===== config.mk =====
export PLATFORM = sky130hd
export DESIGN_NAME = file_magic_classifier_flat
export DESIGN_NICKNAME = d
export VERILOG_FILES = /design/src/sv/fmc_pkg.sv /design/src/sv/fmc_byte_if.sv /design/src/sv/fmc_result_if.sv /design/src/sv/file_magic_classifier.sv /design/src/sv/fmc_decide.sv /design/src/flat_wrapper.sv
export SDC_FILE = /design/constraint.sdc
export NUM_CORES = 1
export LEC_CHECK = 0
export BUFFER_PORTS_ARGS = -buffer_cell sky130_fd_sc_hd__buf_2
export CORE_MARGIN = 2
export CORE_UTILIZATION = 40
export CTS_CLUSTER_DIAMETER = 40
export DETAILED_ROUTE_END_ITERATION = 8
export PLACE_DENSITY_LB_ADDON = 0.1
export SLEW_MARGIN = 20
export SYNTH_ARGS = -nofsm -noshare
export SYNTH_HDL_FRONTEND = slang
export SYNTH_SLANG_ARGS = --single-unit
export TNS_END_PERCENT = 30

===== constraint.sdc =====
create_clock -name clk -period 7.05 [get_ports clk]
set_input_delay 0 -clock clk [delete_from_list [all_inputs] [get_ports clk]]
set_output_delay 0 -clock clk [all_outputs]
set_load 0.02 [all_outputs]

===== src/sv/fmc_pkg.sv =====
// Shared types, codes and constants of the file magic classifier.
package fmc_pkg;

	localparam int unsigned PREFIX_BYTES = 128;

	localparam int unsigned HDR_BYTES  = 6;
	localparam int unsigned MACH_POS_LO = 18;
	localparam int unsigned MACH_POS_HI = 19;
	localparam int unsigned MACH_MIN_BYTES = 20;

	typedef logic [7:0] byte_t;

	typedef enum logic [3:0] {
		KIND_EMPTY        = 4'd0,
		KIND_DATA         = 4'd1,
		KIND_WRAP_X64     = 4'd2,
		KIND_WRAP_M68K    = 4'd3,
		KIND_WRAP_NATIVE  = 4'd4,
		KIND_WRAP_UNKNOWN = 4'd5,
		KIND_WRAP_SHORT   = 4'd6,
		KIND_ELF          = 4'd7,
		KIND_HUNK         = 4'd8,
		KIND_ASCII        = 4'd9
	} kind_t;

	typedef enum logic [1:0] {
		CLASS_64      = 2'd0,
		CLASS_32      = 2'd1,
		CLASS_UNKNOWN = 2'd2
	} elf_class_t;

	typedef enum logic [1:0] {
		MACH_X86_64  = 2'd0,
		MACH_M68K    = 2'd1,
		MACH_UNKNOWN = 2'd2,
		MACH_NONE    = 2'd3
	} elf_mach_t;

	localparam byte_t ELF_MAG0 = 8'h7F;
	localparam byte_t ELF_MAG1 = 8'h45; // E
	localparam byte_t ELF_MAG2 = 8'h4C; // L
	localparam byte_t ELF_MAG3 = 8'h46; // F

	localparam byte_t WRAP_MAG0 = 8'h55; // U
	localparam byte_t WRAP_MAG1 = 8'h41; // A
	localparam byte_t WRAP_MAG2 = 8'h4F; // O
	localparam byte_t WRAP_MAG3 = 8'h53; // S

	localparam logic [31:0] HUNK_MAGIC = 32'h0000_03F3;

	localparam logic [15:0] WRAP_TYPE_X64    = 16'h0003;
	localparam logic [15:0] WRAP_TYPE_M68K   = 16'h0002;
	localparam logic [15:0] WRAP_TYPE_NATIVE = 16'h0001;

	localparam byte_t ELFCLASS32 = 8'd1;
	localparam byte_t ELFCLASS64 = 8'd2;

	localparam logic [15:0] MACHINE_ID_X64  = 16'd62;
	localparam logic [15:0] MACHINE_ID_M68K = 16'd4;

	localparam int unsigned TEXT_NUM = 10;
	localparam int unsigned TEXT_DEN = 9;

	typedef struct packed {
		kind_t      kind;
		elf_class_t elf_class;
		elf_mach_t  elf_machine;
	} result_t;

	function automatic logic is_text(input byte_t c);
		is_text = (c >= 8'h20 && c <= 8'h7E) || (c >= 8'h09 && c <= 8'h0D);
	endfunction

endpackage


===== src/sv/fmc_byte_if.sv =====
// Byte stream channel: one file byte per item with presence and last marks.
interface fmc_byte_if;
	logic       valid;
	logic       ready;
	logic [7:0] data_byte;
	logic       byte_present;
	logic       last;

	modport source (output valid, output data_byte, output byte_present, output last,
		input ready);
	modport sink (input valid, input data_byte, input byte_present, input last,
		output ready);
endinterface


===== src/sv/fmc_result_if.sv =====
// Result channel: one classification per file.
interface fmc_result_if;
	logic       valid;
	logic       ready;
	logic [3:0] kind;
	logic [1:0] elf_class;
	logic [1:0] elf_machine;

	modport source (output valid, output kind, output elf_class, output elf_machine,
		input ready);
	modport sink (input valid, input kind, input elf_class, input elf_machine,
		output ready);
endinterface


===== src/sv/file_magic_classifier.sv =====
// Top level of the file magic classifier: byte intake, per-file state and result register.
//
// Takes one byte of a file per cycle and returns one classification on the item
// marked last. Every cycle a new item may be accepted; a result is offered once its
// last item has moved from the input register into the result register, and a stalled
// result holds back intake only once both registers are full. Only the first
// PREFIX_BYTES bytes of each file are examined; items with byte_present low carry no
// byte but may still close the file. All per-file state clears after each last item.
module file_magic_classifier #(
	parameter int unsigned PREFIX_BYTES = fmc_pkg::PREFIX_BYTES
) (
	input logic           clk,
	input logic           arst_n,
	fmc_byte_if.sink      byte_ch,
	fmc_result_if.source  result_ch
);
	localparam int unsigned CNT_W = $clog2(PREFIX_BYTES + 1);

	logic             valid_s1;
	fmc_pkg::byte_t   byte_s1;
	logic             present_s1;
	logic             last_s1;
	logic             advance_s1;

	logic [CNT_W-1:0] count_q;
	logic [CNT_W-1:0] text_q;
	fmc_pkg::byte_t   hdr_q [fmc_pkg::HDR_BYTES];
	fmc_pkg::byte_t   mach_lo_q;
	fmc_pkg::byte_t   mach_hi_q;

	logic             take_byte;
	logic [CNT_W-1:0] count_nxt;
	logic [CNT_W-1:0] text_nxt;
	fmc_pkg::byte_t   hdr_nxt [fmc_pkg::HDR_BYTES];
	fmc_pkg::byte_t   mach_lo_nxt;
	fmc_pkg::byte_t   mach_hi_nxt;

	fmc_pkg::result_t result_comb;
	fmc_pkg::result_t result_q;
	logic             out_valid_q;

	assign advance_s1    = !out_valid_q || result_ch.ready;
	assign byte_ch.ready = !valid_s1 || advance_s1;

	always_ff @(posedge clk or negedge arst_n) begin
		if (!arst_n) begin
			valid_s1 <= 1'b0;
		end else if (byte_ch.ready) begin
			valid_s1 <= byte_ch.valid;
		end
	end

	always_ff @(posedge clk) begin
		if (byte_ch.ready && byte_ch.valid) begin
			byte_s1    <= byte_ch.data_byte;
			present_s1 <= byte_ch.byte_present;
			last_s1    <= byte_ch.last;
		end
	end

	assign take_byte = valid_s1 && present_s1 && count_q < CNT_W'(PREFIX_BYTES);

	always_comb begin
		count_nxt   = count_q;
		text_nxt    = text_q;
		mach_lo_nxt = mach_lo_q;
		mach_hi_nxt = mach_hi_q;
		for (int i = 0; i < fmc_pkg::HDR_BYTES; i++) begin
			hdr_nxt[i] = hdr_q[i];
			if (take_byte && count_q == CNT_W'(i)) begin
				hdr_nxt[i] = byte_s1;
			end
		end
		if (take_byte) begin
			count_nxt = count_q + CNT_W'(1);
			if (fmc_pkg::is_text(byte_s1)) begin
				text_nxt = text_q + CNT_W'(1);
			end
			if (count_q == CNT_W'(fmc_pkg::MACH_POS_LO)) begin
				mach_lo_nxt = byte_s1;
			end
			if (count_q == CNT_W'(fmc_pkg::MACH_POS_HI)) begin
				mach_hi_nxt = byte_s1;
			end
		end
	end

	fmc_decide #(
		.PREFIX_BYTES (PREFIX_BYTES)
	) u_decide (
		.byte_count      (count_nxt),
		.printable_count (text_nxt),
		.hdr             (hdr_nxt),
		.mach_lo         (mach_lo_nxt),
		.mach_hi         (mach_hi_nxt),
		.result          (result_comb)
	);

	always_ff @(posedge clk or negedge arst_n) begin
		if (!arst_n) begin
			count_q   <= '0;
			text_q    <= '0;
			mach_lo_q <= '0;
			mach_hi_q <= '0;
			for (int i = 0; i < fmc_pkg::HDR_BYTES; i++) begin
				hdr_q[i] <= '0;
			end
		end else if (valid_s1 && advance_s1) begin
			if (last_s1) begin
				count_q   <= '0;
				text_q    <= '0;
				mach_lo_q <= '0;
				mach_hi_q <= '0;
				for (int i = 0; i < fmc_pkg::HDR_BYTES; i++) begin
					hdr_q[i] <= '0;
				end
			end else begin
				count_q   <= count_nxt;
				text_q    <= text_nxt;
				mach_lo_q <= mach_lo_nxt;
				mach_hi_q <= mach_hi_nxt;
				for (int i = 0; i < fmc_pkg::HDR_BYTES; i++) begin
					hdr_q[i] <= hdr_nxt[i];
				end
			end
		end
	end

	always_ff @(posedge clk or negedge arst_n) begin
		if (!arst_n) begin
			out_valid_q <= 1'b0;
		end else if (advance_s1) begin
			out_valid_q <= valid_s1 && last_s1;
		end
	end

	always_ff @(posedge clk) begin
		if (advance_s1 && valid_s1 && last_s1) begin
			result_q <= result_comb;
		end
	end

	assign result_ch.valid       = out_valid_q;
	assign result_ch.kind        = result_q.kind;
	assign result_ch.elf_class   = result_q.elf_class;
	assign result_ch.elf_machine = result_q.elf_machine;

endmodule


===== src/sv/fmc_decide.sv =====
// Classification of one file from its collected header bytes and counts.
module fmc_decide #(
	parameter int unsigned PREFIX_BYTES = fmc_pkg::PREFIX_BYTES
) (
	input  logic [$clog2(PREFIX_BYTES+1)-1:0] byte_count,
	input  logic [$clog2(PREFIX_BYTES+1)-1:0] printable_count,
	input  fmc_pkg::byte_t                    hdr [fmc_pkg::HDR_BYTES],
	input  fmc_pkg::byte_t                    mach_lo,
	input  fmc_pkg::byte_t                    mach_hi,
	output fmc_pkg::result_t                  result
);
	localparam int unsigned CNT_W = $clog2(PREFIX_BYTES + 1);
	localparam int unsigned PROD_W = CNT_W + 4;

	logic              is_wrap;
	logic              is_elf;
	logic              is_hunk;
	logic              mostly_text;
	logic [15:0]       wrap_type;
	logic [15:0]       machine;
	fmc_pkg::byte_t    cls_byte;
	logic [PROD_W-1:0] text_scaled;
	logic [PROD_W-1:0] total_scaled;

	assign is_wrap = hdr[0] == fmc_pkg::WRAP_MAG0 && hdr[1] == fmc_pkg::WRAP_MAG1 &&
		hdr[2] == fmc_pkg::WRAP_MAG2 && hdr[3] == fmc_pkg::WRAP_MAG3;
	assign is_elf = hdr[0] == fmc_pkg::ELF_MAG0 && hdr[1] == fmc_pkg::ELF_MAG1 &&
		hdr[2] == fmc_pkg::ELF_MAG2 && hdr[3] == fmc_pkg::ELF_MAG3;
	assign is_hunk = {hdr[0], hdr[1], hdr[2], hdr[3]} == fmc_pkg::HUNK_MAGIC;

	assign text_scaled  = PROD_W'(printable_count) * PROD_W'(fmc_pkg::TEXT_NUM);
	assign total_scaled = PROD_W'(byte_count) * PROD_W'(fmc_pkg::TEXT_DEN);
	assign mostly_text  = text_scaled >= total_scaled;

	assign wrap_type = {hdr[4], hdr[5]};
	assign cls_byte  = (byte_count >= CNT_W'(5)) ? hdr[4] : 8'd0;

	always_comb begin
		machine = 16'd0;
		if ((cls_byte == fmc_pkg::ELFCLASS32 || cls_byte == fmc_pkg::ELFCLASS64) &&
			byte_count >= CNT_W'(fmc_pkg::MACH_MIN_BYTES)) begin
			machine = {mach_hi, mach_lo};
		end
	end

	always_comb begin
		result.kind        = fmc_pkg::KIND_DATA;
		result.elf_class   = fmc_pkg::CLASS_UNKNOWN;
		result.elf_machine = fmc_pkg::MACH_NONE;
		priority if (byte_count < CNT_W'(4)) begin
			result.kind = (byte_count == '0) ? fmc_pkg::KIND_EMPTY : fmc_pkg::KIND_DATA;
		end else if (is_wrap) begin
			priority if (byte_count < CNT_W'(fmc_pkg::HDR_BYTES)) begin
				result.kind = fmc_pkg::KIND_WRAP_SHORT;
			end else if (wrap_type == fmc_pkg::WRAP_TYPE_X64) begin
				result.kind = fmc_pkg::KIND_WRAP_X64;
			end else if (wrap_type == fmc_pkg::WRAP_TYPE_M68K) begin
				result.kind = fmc_pkg::KIND_WRAP_M68K;
			end else if (wrap_type == fmc_pkg::WRAP_TYPE_NATIVE) begin
				result.kind = fmc_pkg::KIND_WRAP_NATIVE;
			end else begin
				result.kind = fmc_pkg::KIND_WRAP_UNKNOWN;
			end
		end else if (is_elf) begin
			result.kind = fmc_pkg::KIND_ELF;
			priority if (cls_byte == fmc_pkg::ELFCLASS64) begin
				result.elf_class = fmc_pkg::CLASS_64;
			end else if (cls_byte == fmc_pkg::ELFCLASS32) begin
				result.elf_class = fmc_pkg::CLASS_32;
			end else begin
				result.elf_class = fmc_pkg::CLASS_UNKNOWN;
			end
			priority if (machine == fmc_pkg::MACHINE_ID_X64) begin
				result.elf_machine = fmc_pkg::MACH_X86_64;
			end else if (machine == fmc_pkg::MACHINE_ID_M68K) begin
				result.elf_machine = fmc_pkg::MACH_M68K;
			end else if (machine != 16'd0) begin
				result.elf_machine = fmc_pkg::MACH_UNKNOWN;
			end else begin
				result.elf_machine = fmc_pkg::MACH_NONE;
			end
		end else if (is_hunk) begin
			result.kind = fmc_pkg::KIND_HUNK;
		end else if (mostly_text) begin
			result.kind = fmc_pkg::KIND_ASCII;
		end else begin
			result.kind = fmc_pkg::KIND_DATA;
		end
	end

endmodule


===== src/flat_wrapper.sv =====
// flat-port wrapper written by rule: the top's interface ports become plain ports
module file_magic_classifier_flat 
#(
	parameter int unsigned PREFIX_BYTES = fmc_pkg::PREFIX_BYTES
)
  (clk, arst_n, byte_ch_valid, byte_ch_data_byte, byte_ch_byte_present, byte_ch_last, byte_ch_ready, result_ch_valid, result_ch_kind, result_ch_elf_class, result_ch_elf_machine, result_ch_ready);
  fmc_byte_if byte_ch_i ();
  fmc_result_if result_ch_i ();
  input logic clk;
  input logic arst_n;
  input wire logic [$bits(byte_ch_i.valid)-1:0] byte_ch_valid;
  input wire logic [$bits(byte_ch_i.data_byte)-1:0] byte_ch_data_byte;
  input wire logic [$bits(byte_ch_i.byte_present)-1:0] byte_ch_byte_present;
  input wire logic [$bits(byte_ch_i.last)-1:0] byte_ch_last;
  output wire logic [$bits(byte_ch_i.ready)-1:0] byte_ch_ready;
  output wire logic [$bits(result_ch_i.valid)-1:0] result_ch_valid;
  output wire logic [$bits(result_ch_i.kind)-1:0] result_ch_kind;
  output wire logic [$bits(result_ch_i.elf_class)-1:0] result_ch_elf_class;
  output wire logic [$bits(result_ch_i.elf_machine)-1:0] result_ch_elf_machine;
  input wire logic [$bits(result_ch_i.ready)-1:0] result_ch_ready;
  assign byte_ch_i.valid = byte_ch_valid;
  assign byte_ch_i.data_byte = byte_ch_data_byte;
  assign byte_ch_i.byte_present = byte_ch_byte_present;
  assign byte_ch_i.last = byte_ch_last;
  assign byte_ch_ready = byte_ch_i.ready;
  assign result_ch_valid = result_ch_i.valid;
  assign result_ch_kind = result_ch_i.kind;
  assign result_ch_elf_class = result_ch_i.elf_class;
  assign result_ch_elf_machine = result_ch_i.elf_machine;
  assign result_ch_i.ready = result_ch_ready;
  file_magic_classifier #(.PREFIX_BYTES(PREFIX_BYTES)) u_core (.clk(clk), .arst_n(arst_n), .byte_ch(byte_ch_i), .result_ch(result_ch_i));
endmodule

==> impl_summary.txt <==
----------------------------------------------------
[Global routing]
  Vias in the first global route ... 5292
  Overall Global Routing Usage ... 21.0%
  Initial antenna violation count ... 0
  GRT overflow ... 0
  Largest net degree at the start of global routing ... 78
  First-pass GRT wire length ... 29100 µm

[STA]
  Setup repair after global routing missed its margin ... false
  Final hold violation count ... 0
  Worst slack on hold paths ... 149 ps
  Worst setup skew after layout ... 5.13 ps
  Maximum operating frequency ... 179 MHz
  Sum of negative setup slack ... 0 ps
  Final count of pins violating max slew ... 0
  Post-route clock period utilization ... 79.1%
  Minimum clock period ... 5570 ps
  Max transition margin ... 42.0%
  Setup-failing EPs final ... 0
  Transition time of the tightest slew-check pin ... 848 ps

[Logic synthesis]
  EDFF count, synth ... 18
  Main combinational cell family by area after synthesis ... compound AO/OA/AOI/OAI gates
  Sequential fraction of the synthesis area ... 39.1%
  Synthesized area per cell ... 8.81 µm²
  Number of library cell types mapped by synthesis ... 72
  Area share of xor/xnor cells in the synthesized design ... 3.57%
  Synth warnings ... 0
  Synth async-reset ratio ... 82.0%
  Synth top cells by count ... nand2_1 (105), o21ai_0 (87), dfrtp_1 (82)
  Leading cell types by total area after synthesis ... dfrtp_1 (31%), edfxtp_1 (8.2%), a22oi_1 (6.8%)
  Yosys reg bits ... 100
  Dominant cell type by area after synthesis ... dfrtp_1
  Mux share of post-synthesis cell area ... 3.74%
  Post-synth top area share ... 31.0%
  Post-synthesis instance total ... 752
  Adder and majority gate portion of the synthesized area ... 7.03%
  Share of synthesized cell area in and, or, nand and nor gates ... 20.0%
  Top FF cell, synth ... dfrtp_1
  Cell with the most instances after synthesis ... nand2_1
  Combined area of all synthesized cells ... 0.00662 mm²
  Compound-gate portion of the synthesized area ... 21.7%
  Syn_nets ... 802

[Routing]
  Wire length per cell after detailed routing ... 18.3 µm
  Remaining routing DRC violations ... 0
  Via count ... 5731
  Number of nets with antenna violations after detailed routing ... 0
  Wire length reported by the detailed router ... 17900 µm
  Routed via count divided by cell count ... 5.85
  Number of iterations in the first detailed-routing pass ... 6
  Drt first-iter violations ... 407

[Worst hold path]
  Class of the tightest hold or removal check ... in2async

[Die]
  Boundary Pins ... 24
  Cell Rows ... 47
  Width of the die ... 133 µm
  Die Height ... 133 µm
  Starting utilization of the core area ... 40.4%
  Total Die Area ... 0.0176 mm²
  Core ar. ... 0.0164 mm²

[Status]
  Run status ... finished clean

[Cells and area]
  Count of nets after finishing ... 805
  Fillers ... 1582
  Fraction of final layout cells sized beyond drive strength 1 ... 8.55%
  Ant. Diodes ... 0
  Synthesis-to-finish area growth ... 10.8%

[Critical path]
  Maximum single-stage delay on the critical path ... 800 ps
  Sort of element at the end of the critical path ... flop
  Largest fanout on the critical path ... 21
  Worst path cell trace ... nand2_1 -> o32ai_1 -> a2111oi_0 -> and4_1 -> xor2_1 -> ha_1 -> ha_1 -> a21o_1 -> a21oi_1 -> o21ai_0 -> xor2_1 -> xnor2_1 -> xnor2_1 -> ha_1 -> a21o_1 -> a21o_1 -> a211oi_1 -> a211oi_1
  Master of the slowest instance on the critical path ... a2111oi_0
  Worst Setup Start Kind ... flop
  Required time at the worst-slack endpoint ... 7140 ps
  Arrival time at the worst endpoint ... 5670 ps
  Crit path kind ... reg2reg

[Pwr]
  Maximum resistive drop on vdd ... 0.000157 V
  Power density over the cells ... 274 mW/mm²
  Leakage component of the power ... 3.11 nW

[Clock tree]
  Worst-path clk slew ... 70 ps
  Clock H-tree levels ... 3
  Clock latency on the worst-skew pair ... 360 ps
  TritonCTS sink count ... 100
  CTS tree ... done
  Root cell of the clock tree ... clkbuf_16
  Number of buffers inserted to repair setup after CTS ... 0
  Buffer depth of the longest clock path ... 2
  TritonCTS Buffers ... 9

[Place]
  Routability congestion estimate ... 0.818
  Half-perimeter wire length of the detailed placement result ... 12400 µm
  Count of buffers inserted at the top-level ports ... 23

[Run]
  Max-capacitance violation count ... 0

----------------------------------------------------
through the flow:
| stage | power [mW] | instances | area (µm²) | utilization [%] | worst slack, ps |
|---|---|---|---|---|---|
| 2_1_floorplan | 1.30 | 752 | 6620 | - | 2220 |
| 3_3_place_gp | 1.45 | 950 | 6870 | 41.9 | 1730 |
| 3_5_place_dp | 1.47 | 950 | 6870 | 41.9 | 1490 |
| 4_1_cts | 2.03 | 980 | 7340 | 44.7 | 1450 |
| 5_1_grt | 2.16 | 980 | 7340 | 44.7 | 813 |
| 6_report | 2.01 | 980 | 7340 | 44.7 | 1480 |
worst paths after layout:
| kind | startpoint | end | slack (ps) | cells after the start |
|---|---|---|---|---|
| worst max-delay path | u_core.byte_s1[0] | u_core.result_ch.kind[3] | 1480 | 18 |
| worst min-delay path | arst_n | u_core.result_ch.valid | 150 | 2 |
| worst max register to register | u_core.byte_s1[0] | u_core.result_ch.kind[3] | 1480 | 18 |
| worst min register to register | u_core.hdr_q[34] | u_core.hdr_q[34] | 490 | 2 |
| max in group asynchronous | arst_n | u_core.mach_lo_q[1] | 5870 | 3 |
| min in group clk | byte_ch_byte_present | u_core.present_s1 | 350 | 2 |
final cells by class:
cell class	count	area [µm²]	share of cell area (%)
multi-input combinational	569	3710	50.6
sequential	100	2590	35.3
timing repair buffer	46	325	4.43
tap	220	275	3.75
clock buffer	9	225	3.07
inverter	29	109	1.48
clock inverter	7	97.6	1.33
routing by layer:
layer | global-route usage (%) | part of all wire [%]
met1 | 28.2 | 46
met4 | 7.47 | 2.3
met2 | 34.5 | 48
met5 | 0 | 0
met3 | 3.07 | 4.2
worst max-delay path: cells and delay by family (launching register included):
kind	cells	cell delay [ps]
AOI/OAI and AO/OA	9	2360
adders and majority gates	3	910
xor gates and xnor gates	4	790
DFF	1	710
and+or+nand+nor	2	550
flip-flops by register name (all words and copies together), names as in the netlist:
signal / flops
u_core.result_ch.valid: 1
u_core.byte_s1: 8
u_core.count_q: 8
u_core.last_s1: 1
u_core.text_q: 8
u_core.result_ch.elf_class: 2
u_core.mach_lo_q: 8
u_core.mach_hi_q: 8
u_core.result_ch.elf_machine: 2
u_core.hdr_q: 48
u_core.present_s1: 1
u_core.valid_s1: 1
u_core.result_ch.kind: 4
layout by cell type (no fill, tap or decap), types with 13 or more instances in the layout:
master         count
mux2i_1           18
dfrtp_1           82
nand3_1           15
o21ai_0           87
buf_2             22
a22oi_1           60
nand2_1          104
dlygate4sd3_1     14
edfxtp_1          18
nand4_1           14
nor3_1            13
xnor2_1           22
inv_1             29
a21oi_1           17
ha_1              34
nor2_1            46
timing repair:
item / 4_1_cts / 5_1_grt
endpoints found under the hold margin: 49 / 0
hold buffers: 14 / 0
gates resized for setup: 0 / 0
report_power, final:
part | internal, mW | total, mW | switching, mW
clock | 0.314 | 0.545 | 0.232
sequential | 0.714 | 0.844 | 0.130
combinational | 0.281 | 0.621 | 0.340
cell families (layout without fill, tap and decap cells):
family | after synthesis | after routing
AO/OA/AOI/OAI | 224 | 224
XOR/XNOR | 27 | 27
adder cells (fa/ha/maj) | 36 | 36
buffers and inverters | 83 | 91
flip-flops | 100 | 100
multiplexers | 24 | 24
AND/OR/NAND/NOR | 258 | 258
No activity file was read; power rests on OpenSTA's default activity.
